--- config.mk ---
export PLATFORM = sky130hd
export DESIGN_NAME = position_weighted_recurrence_checksum_flat
export DESIGN_NICKNAME = d
export VERILOG_FILES = /design/src/hw/rtl/pwrc_pkg.sv /design/src/hw/rtl/pwrc_if.sv /design/src/hw/rtl/position_weighted_recurrence_checksum.sv /design/src/hw/rtl/pwrc_step.sv /design/src/flat_wrapper.sv
export SDC_FILE = /design/constraint.sdc
export NUM_CORES = 1
export LEC_CHECK = 0
export BUFFER_PORTS_ARGS = -buffer_cell sky130_fd_sc_hd__clkbuf_2
export CAP_MARGIN = 0
export CORE_ASPECT_RATIO = 1.75
export CORE_MARGIN = 4
export CORE_UTILIZATION = 45
export DETAILED_ROUTE_END_ITERATION = 10
export MAX_ROUTING_LAYER = met4
export PLACE_DENSITY = 0.62
export SYNTH_ARGS = -nofsm -noshare
export SYNTH_HDL_FRONTEND = slang
export SYNTH_SLANG_ARGS = --single-unit
--- constraint.sdc ---
create_clock -name i_clk -period 14.79 [get_ports i_clk]
set_input_delay 0.7395 -clock i_clk [delete_from_list [all_inputs] [get_ports i_clk]]
set_output_delay 0.7395 -clock i_clk [all_outputs]
set_load 0.02 [all_outputs]
--- src/hw/rtl/pwrc_pkg.sv ---
`timescale 1ns / 1ps

package pwrc_pkg;

    // field widths
    localparam int DataW   = 8;
    localparam int SumW    = 16;
    localparam int PosW    = 8;
    localparam int ProdW   = 25;

    // recurrence constants
    localparam logic [SumW-1:0]  CkMod      = 16'hFFFF;
    localparam logic [SumW-1:0]  StartAdd   = 16'd7;
    localparam logic [SumW-1:0]  OlderStart = 16'd1;
    localparam logic [PosW-1:0]  PosStart   = 8'd1;
    localparam logic [11:0]      AlphaMul   = 12'd17;
    localparam logic [12:0]      BetaMul    = 13'd31;

    // recurrence state carried from byte to byte
    typedef struct packed {
        logic [SumW-1:0] older;
        logic [SumW-1:0] newer;
        logic [PosW-1:0] pos;
    } t_state;

    // reduce a product-sized value mod 65535: 2^16 is congruent to 1
    function automatic logic [SumW-1:0] mod_ck(input logic [ProdW-1:0] x);
        logic [SumW:0] s;
        s = {1'b0, x[SumW-1:0]} + {8'd0, x[ProdW-1:SumW]};
        if (s >= {1'b0, CkMod}) begin
            s = s - {1'b0, CkMod};
        end
        return s[SumW-1:0];
    endfunction

endpackage

--- src/hw/rtl/pwrc_if.sv ---
`timescale 1ns / 1ps

// input channel: one message byte per transaction
interface pwrc_in_if;
    logic       valid;
    logic       ready;
    logic [7:0] data_byte;
    logic       first_flag;
    logic       last_flag;

    modport source (output valid, output data_byte, output first_flag,
                    output last_flag, input ready);
    modport sink   (input valid, input data_byte, input first_flag,
                    input last_flag, output ready);
endinterface

// result channel: one checksum per message
interface pwrc_out_if;
    logic        valid;
    logic        ready;
    logic [15:0] checksum;

    modport source (output valid, output checksum, input ready);
    modport sink   (input valid, input checksum, output ready);
endinterface

--- src/hw/rtl/position_weighted_recurrence_checksum.sv ---
`timescale 1ns / 1ps

// Position-weighted recurrence checksum over a byte message.
// i_in carries one byte per transaction with first_flag marking the start of
// a message and last_flag its end; o_out carries one 16-bit checksum for each
// byte that had last_flag set, in order.
// A byte lands in an input register at its transaction; the recurrence (two
// small products, a subtract and a fold mod 65535) is then evaluated from that
// register, and when the byte fires the state and result registers load. A
// checksum therefore reaches o_out through the input register, then the result register.
// Throughput is one byte per cycle, bar the stall below: the input register and
// the result register are separate, so a new byte is taken while a checksum waits.
// When the receiver stalls with a checksum held, a further byte that also
// ends a message waits in the input register and i_in.ready drops; bytes
// that end no message keep flowing into the state.
// Reset (i_rst_n low, synchronous) empties both registers and sets the state
// to older 1, newer 0, position 0. Bytes without a first byte after reset
// continue from that state.
module position_weighted_recurrence_checksum (
    input  logic                  i_clk,
    input  logic                  i_rst_n,
    pwrc_in_if.sink               i_in,
    pwrc_out_if.source            o_out
);
    import pwrc_pkg::*;

    logic             r_in_valid;
    logic [DataW-1:0] r_byte;
    logic             r_first;
    logic             r_last;
    t_state           r_state;
    t_state           n_state;
    logic             r_out_valid;
    logic [SumW-1:0]  r_checksum;
    logic             fire;

    // a held byte proceeds unless it produces a result that has nowhere to go
    assign fire       = r_in_valid && (!r_last || !r_out_valid || o_out.ready);
    assign i_in.ready = !r_in_valid || fire;

    // input register
    always_ff @(posedge i_clk) begin
        if (!i_rst_n) begin
            r_in_valid <= 1'b0;
        end else if (i_in.ready) begin
            r_in_valid <= i_in.valid;
        end
    end

    always_ff @(posedge i_clk) begin
        if (i_in.ready && i_in.valid) begin
            r_byte  <= i_in.data_byte;
            r_first <= i_in.first_flag;
            r_last  <= i_in.last_flag;
        end
    end

    // recurrence for the held byte
    pwrc_step u_step (
        .i_state      (r_state),
        .i_data_byte  (r_byte),
        .i_first_flag (r_first),
        .o_state      (n_state)
    );

    // state registers
    always_ff @(posedge i_clk) begin
        if (!i_rst_n) begin
            r_state.older <= OlderStart;
            r_state.newer <= '0;
            r_state.pos   <= '0;
        end else if (fire) begin
            r_state <= n_state;
        end
    end

    // result register
    always_ff @(posedge i_clk) begin
        if (!i_rst_n) begin
            r_out_valid <= 1'b0;
        end else if (fire && r_last) begin
            r_out_valid <= 1'b1;
        end else if (o_out.ready) begin
            r_out_valid <= 1'b0;
        end
    end

    always_ff @(posedge i_clk) begin
        if (fire && r_last) begin
            r_checksum <= n_state.newer;
        end
    end

    assign o_out.valid    = r_out_valid;
    assign o_out.checksum = r_checksum;

    // a stalled checksum is neither lost nor overwritten
    assert property (@(posedge i_clk) disable iff (!i_rst_n)
        r_out_valid && !o_out.ready |=> r_out_valid && $stable(r_checksum))
        else $error("stalled checksum changed");

    // the residue never reaches the modulus
    assert property (@(posedge i_clk) disable iff (!i_rst_n)
        r_state.newer != CkMod && r_state.older != CkMod)
        else $error("state value out of range");

    // a first byte restarts the recurrence
    assert property (@(posedge i_clk) disable iff (!i_rst_n)
        fire && r_first |=> r_state.pos == PosStart && r_state.older == OlderStart)
        else $error("restart did not reinitialise state");

    // ready only drops while a byte is held and blocked
    assert property (@(posedge i_clk) disable iff (!i_rst_n)
        !i_in.ready |-> r_in_valid && r_last && r_out_valid)
        else $error("input stalled without cause");

    // a byte with no result leaves the output untouched
    assert property (@(posedge i_clk) disable iff (!i_rst_n)
        fire && !r_last && !r_out_valid |=> !r_out_valid)
        else $error("spurious checksum");

endmodule

--- src/hw/rtl/pwrc_step.sv ---
`timescale 1ns / 1ps

module pwrc_step (
    input  pwrc_pkg::t_state     i_state,
    input  logic [7:0]           i_data_byte,
    input  logic                 i_first_flag,
    output pwrc_pkg::t_state     o_state
);
    import pwrc_pkg::*;

    logic [PosW-1:0]  alpha;
    logic [PosW-1:0]  beta;
    logic [DataW:0]   weight;
    logic [ProdW-1:0] prod_p;
    logic [ProdW-1:0] prod_q;
    logic             p_ge_q;
    logic [ProdW-1:0] diff;
    logic [SumW-1:0]  red;
    logic [SumW-1:0]  next_val;

    // position weights, only the low byte counts
    assign alpha = PosW'({4'd0, i_state.pos} * AlphaMul);
    assign beta  = PosW'({5'd0, i_state.pos} * BetaMul);

    // the two products of the recurrence
    assign weight = {1'b0, i_data_byte} + {1'b0, alpha};
    assign prod_p = {16'd0, weight} * {9'd0, i_state.newer};
    assign prod_q = {17'd0, beta} * {9'd0, i_state.older};

    // magnitude of the difference and its residue
    assign p_ge_q = prod_p >= prod_q;
    assign diff   = p_ge_q ? (prod_p - prod_q) : (prod_q - prod_p);
    assign red    = mod_ck(diff);

    // negative difference wraps through 2^64, which is 1 mod 65535
    always_comb begin
        if (p_ge_q) begin
            next_val = red;
        end else if (red == '0) begin
            next_val = 16'd1;
        end else if (red == 16'd1) begin
            next_val = '0;
        end else begin
            next_val = SumW'(17'h10000 - {1'b0, red});
        end
    end

    // restart on a first byte, otherwise shift the values along
    always_comb begin
        if (i_first_flag) begin
            o_state.older = OlderStart;
            o_state.newer = {8'd0, i_data_byte} + StartAdd;
            o_state.pos   = PosStart;
        end else begin
            o_state.older = i_state.newer;
            o_state.newer = next_val;
            o_state.pos   = i_state.pos + PosW'(1);
        end
    end

endmodule

--- src/flat_wrapper.sv ---
// flat-port wrapper written by rule: the top's interface ports become plain ports
module position_weighted_recurrence_checksum_flat import pwrc_pkg::*;
  (i_clk, i_rst_n, i_in_valid, i_in_data_byte, i_in_first_flag, i_in_last_flag, i_in_ready, o_out_valid, o_out_checksum, o_out_ready);
  pwrc_in_if i_in_i ();
  pwrc_out_if o_out_i ();
  input  logic i_clk;
  input  logic i_rst_n;
  input wire logic [$bits(i_in_i.valid)-1:0] i_in_valid;
  input wire logic [$bits(i_in_i.data_byte)-1:0] i_in_data_byte;
  input wire logic [$bits(i_in_i.first_flag)-1:0] i_in_first_flag;
  input wire logic [$bits(i_in_i.last_flag)-1:0] i_in_last_flag;
  output wire logic [$bits(i_in_i.ready)-1:0] i_in_ready;
  output wire logic [$bits(o_out_i.valid)-1:0] o_out_valid;
  output wire logic [$bits(o_out_i.checksum)-1:0] o_out_checksum;
  input wire logic [$bits(o_out_i.ready)-1:0] o_out_ready;
  assign i_in_i.valid = i_in_valid;
  assign i_in_i.data_byte = i_in_data_byte;
  assign i_in_i.first_flag = i_in_first_flag;
  assign i_in_i.last_flag = i_in_last_flag;
  assign i_in_ready = i_in_i.ready;
  assign o_out_valid = o_out_i.valid;
  assign o_out_checksum = o_out_i.checksum;
  assign o_out_i.ready = o_out_ready;
  position_weighted_recurrence_checksum u_core (.i_clk(i_clk), .i_rst_n(i_rst_n), .i_in(i_in_i), .o_out(o_out_i));
endmodule
# After elaboration in Yosys (flattened, before gate mapping)
# Cells that the tools add are included.
dict set report word_totals {
  regBits 68
  input_bits 14
  out_inout_bits 18
  wordCells 43
}
dict set report op_classes {
  multipliers 4
  mux 8
  n_eq_ne 1
  reduce_logical 11
  order_cmp 2
  add_sub_neg 8
}
# cell count
set op_table {}
lappend op_table {{$mux W16} 4}
lappend op_table {{$mux W40} 1}
lappend op_table {{$ge A25 B24 Y1} 1}
lappend op_table {{$mul A9 B16 Y25} 1}
lappend op_table {{$mux W25} 1}
lappend op_table {{$sub A24 B25 Y25} 1}
lappend op_table {{$sub A25 B24 Y25} 1}
lappend op_table {{$mul A8 B16 Y24} 1}
lappend op_table {{$add A16 B9 Y17} 1}
lappend op_table {{$ge A17 B16 Y1 const B} 1}
lappend op_table {{$eq A16 B1 Y1 const B} 1}
lappend op_table {{$logic_not A16 Y1} 1}
lappend op_table {{$mul A8 B5 Y8 const B} 2}
lappend op_table {{$sub A1 B16 Y16 const A} 1}
lappend op_table {{$sub A16 B16 Y16 const B} 1}
lappend op_table {{$add A8 B3 Y9 const B} 1}
lappend op_table {{$add A8 B8 Y9} 1}
lappend op_table {{$add A8 B1 Y8 const B} 1}
lappend op_table {{$logic_and A1 B1 Y1} 3}
lappend op_table {{$logic_not A1 Y1} 3}
lappend op_table {{$logic_or A1 B1 Y1} 3}
lappend op_table {{$mux W1} 2}
lappend op_table {{$reduce_bool A2 Y1} 1}

# Longest topological paths before layout
dict set report logic_depth {
  depth_word 13
  ltp_mapped 69
  ltp_nobuf 64
}

# Cells and area by module
# From an unflattened synthesis, not the netlist that was laid out.
dict set report hier_totals {
  hier_cells 1965
  area_unflattened_um2 16233.1
}
# mod n_inst seq_area_each_um2 cells_each area_each_um2
set by_module_without_submodules {}
lappend by_module_without_submodules {pwrc_step 1 0.0 1754 13710.6}
lappend by_module_without_submodules {position_weighted_recurrence_checksum 1 1621.6 211 2522.4}

# Worst setup path before layout
# Ideal clock, no wire load.
dict set report synth_timing {
  path_kind {register to register}
  start {reg u_core.r_state[2] (netlist bit)}
  end {reg u_core.r_checksum[8], in the netlist u_core.o_out.checksum[8], data pin}
  setup_time_ns 0.260
  slack_ns 0.660
  period_less_slack_ns 14.130
  arrival_time_ns 13.870
  stages_incl_launch_ff 67
  path_buffers 6
  required_time_ns 14.530
  cell_sequence {dfxtp_1 -> inv_1 -> fa_1 -> inv_1 -> fa_1 -> inv_1 -> fa_1 -> inv_1 -> ha_1 -> a21oi_1 -> xnor2_1 -> clkbuf_1 -> and2_1 -> fa_1 -> inv_1 -> fa_1 -> inv_1 -> fa_1 -> [31 not listed] -> inv_1 -> fa_1 -> xnor2_1 -> nand2_1 -> or3_1 -> nor4_1 -> o211ai_1 -> nor3_1 -> o221ai_1 -> o21a_1 -> buf_6 -> clkinv_2 -> o21ai_2 -> or3_4 -> o31ai_4 -> buf_6 -> nand2b_1 -> o31ai_1}
}
# element line
set synth_rtl {}
lappend synth_rtl {{start, declared} position_weighted_recurrence_checksum.sv:31} ;# t_state r_state;
lappend synth_rtl {{start signal, assigned} position_weighted_recurrence_checksum.sv:73} ;# r_state <= n_state;
lappend synth_rtl {{end signal, assigned} position_weighted_recurrence_checksum.sv:90} ;# r_checksum <= n_state.newer;
lappend synth_rtl {{end, declared} position_weighted_recurrence_checksum.sv:34} ;# logic [SumW-1:0] r_checksum;

==> results.json <==
{
  "status": "complete, no violations",
  "finalWorstSetupSlack_ns": 0.7955,
  "viasPerCell": 5.606,
  "boundaryPins": 32,
  "arrival_ns": 14.09,
  "tns_ns": 0,
  "synth_compound_area_share_pct": 14.95,
  "setup_viol": 0,
  "crit_top_cell": "inv_1",
  "syn-num-nets": 2336,
  "path_class": "reg2reg",
  "synthSimpleGateAreaFrac_pct": 19.54,
  "critPathMaxFanout": 10,
  "skew_ns": 0.01069,
  "start_kind": "register",
  "hpwlAfterDp_mm": 40.02,
  "cpMaxStageDelayCell": "fa_1",
  "synth.top_cell.area_share_pct": 24.57,
  "syn2layout_area_growth_pct": 7.570,
  "ant_nets": 0,
  "place_ws_ns": -0.2588,
  "core_area_um2": 35300,
  "antenna_found_initial": 0,
  "rrSetupSlack_ns": 0.80,
  "synth_cells": 1955,
  "fin_crit_sh_pct": 94.62,
  "fp.dieArea_um2": 38870,
  "max_slew.worst_pin.slew_ns": 1.257,
  "r2r_end": "u_core.o_out.checksum[13]",
  "synth_top_flop_cell": "dfxtp_1",
  "r2r_start": "u_core.r_state[0]",
  "grt_pass1_vias": 14500,
  "ys_warn_count": 0,
  "yosysTopAreaCell": "fa_1",
  "final_common_cell": "inv_1",
  "critPathMaxStageDelay_ns": 0.56,
  "clkSinkCount": 68,
  "grt_max_degree": 37,
  "synth-seq-cells": 68,
  "final_util_pct": 48.91,
  "drive_gt1_share_pct": 7.833,
  "die_y_um": 257.8,
  "synth.distinct_cells": 86,
  "syn_area_um2": 16050,
  "cts_tree": "built",
  "die_x_um": 150.8,
  "synthAdderAreaFrac_pct": 37.89,
  "via_count": 13630,
  "wirelength_mm": 47.88,
  "fin_crit_ns": 13.99,
  "synth_edf_count": 26,
  "wl_per_cell_um": 19.70,
  "synth_top_family_by_area": "adder cells",
  "dr.pass1.iters": 5,
  "hp-class": "reg2reg",
  "clkTransAtPathRegs_ns": 0.06,
  "start_util_pct": 45.47,
  "post-route-drc-count": 0,
  "fin_nets": 2342,
  "cp-endpoint": "u_core.o_out.checksum[13]",
  "postSynthAreaPerCell_um2": 8.209,
  "grt_usage_pct": 25.72,
  "ys_seq_area_share_pct": 10.10,
  "synth.area.top_cells": "fa_1 25%, ha_1 13%, inv_1 7.2%",
  "cts_buffers": 9,
  "cp.required_ns": 14.88,
  "clockBufferDepth": 2,
  "cts_root_buf": "clkbuf_16",
  "cap_violations": 0,
  "drv_slew": 0,
  "synth_mux_area_share_pct": 0.5691,
  "synthArstFlopShare_pct": 0,
  "layout_common_cells": "309 x inv_1, 224 x nand2_1, 196 x fa_1",
  "r2r_cells": 60,
  "place.gp.congestion": 0.9375,
  "clock.fmax_mhz": 71.46,
  "overflow": 0,
  "grt_first_pass_wirelength_mm": 76.43,
  "synth-xor-area-share_pct": 7.780,
  "hold_ws_ns": 0.5649,
  "max_slew_margin_pct": 16.00,
  "rows": 91,
  "port_buffers": 31,
  "hold_viol_final": 0,
  "clkLatencyLatePin_ns": 0.35,
  "crit_start": "u_core.r_state[0]",
  "drtIter0Drc": 817,
  "htree_levels": 3,
  "endpoint_kind": "register",
  "antenna_cells": 0
}
-- worst min path at each step --
stage / from / endpoint / slack, ns / depth (start not counted)
global route: i_in_first_flag / u_core.r_first / 0.55 / 1
finish: u_core.r_state[7] / u_core.r_state[7] / 0.56 / 2
floorplan: u_core.r_state[17] / u_core.r_state[33] / 0.43 / 2
detailed placement: u_core.r_state[7] / u_core.r_state[7] / 0.55 / 2
global placement: u_core.r_state[7] / u_core.r_state[7] / 0.55 / 2
CTS: u_core.r_state[7] / u_core.r_state[7] / 0.56 / 2
-- routing by layer --
metal  GRT usage (%)  routed length (µm)  vias to the layer above
met5               -                   0                        -
met4           14.35                3347                        0
met3           1.966                1529                      169
met2           46.61               25940                      397
met1           27.10               17060                     6717
li1                -                   -                     6345
-- cell type report --
| class | count | area [µm²] |
|---|---|---|
| tap | 465 | 581.8 |
| fill | 3502 | 18030 |
| inverter | 310 | 1165 |
| timing repair buffer | 71 | 466.7 |
| multi-input combinational | 1501 | 13120 |
| clock buffer | 9 | 225.2 |
| sequential | 68 | 1625 |
| clock inverter | 7 | 82.58 |
-- critical path, delay by kind of cell (launching register included) --
kind,cells,cell delay [ns]
adders and majority gates,11,5.03
AOI/OAI and AO/OA,21,3.65
and+or+nand+nor,13,2.75
xor gates and xnor gates,5,1.09
buffers and inverters,10,0.84
DFF,1,0.34
-- metrics by stage --
stage / area (µm²) / std cells
floorplan: 16050 / 1955
global placement: 16760 / 2411
detailed placement: 16760 / 2411
CTS: 17090 / 2429
global route: 17260 / 2431
finish: 17260 / 2431
-- logic make-up after synthesis --
family | after synthesis
AO/OA/AOI/OAI | 366
XOR/XNOR | 140
adder cells (fa/ha/maj) | 368
buffers and inverters | 386
flip-flops | 68
multiplexers | 9
AND/OR/NAND/NOR | 618
-- synthesized netlist by cell type (all sizes together), types with 3 or more instances --
cell type    n
o31ai       10
o22ai        5
nor4         9
nand2      225
nor2b       39
mux2i        8
o21bai      34
fa         197
o221ai       6
and2       125
buf          9
nor3        25
nand3b       5
a211o        5
or2          8
and3        17
xor2        39
o21ba        5
a211oi      10
o21a        14
o2111ai      3
or3         15
xnor2      101
dfxtp       42
clkbuf      67
o211ai       8
nand4       11
o21ai       72
o211a        3
a21boi       4
edfxtp      26
nor2        78
nand2b      15
nand3       35
ha         170
a21o        32
a21oi      126
inv        309
a31oi       11
-- state kept, by name, summed over array words and instances (netlist names) --
name                   count
u_core.o_out.checksum     16
u_core.o_out.valid         1
u_core.r_byte              8
u_core.r_first             1
u_core.r_in_valid          1
u_core.r_last              1
u_core.r_state            40
-- what timing repair did --
item | in CTS | in global routing
endpoints found under the setup margin | 32 | 32
setup buffers | 2 | 2
hold buffers | 0 | 0
pin swaps | 1 | 1
gates resized for setup | 2 | 37
Power is not shown: default switching activity piles up to over one toggle a cycle in this logic, so the estimate is an artifact.
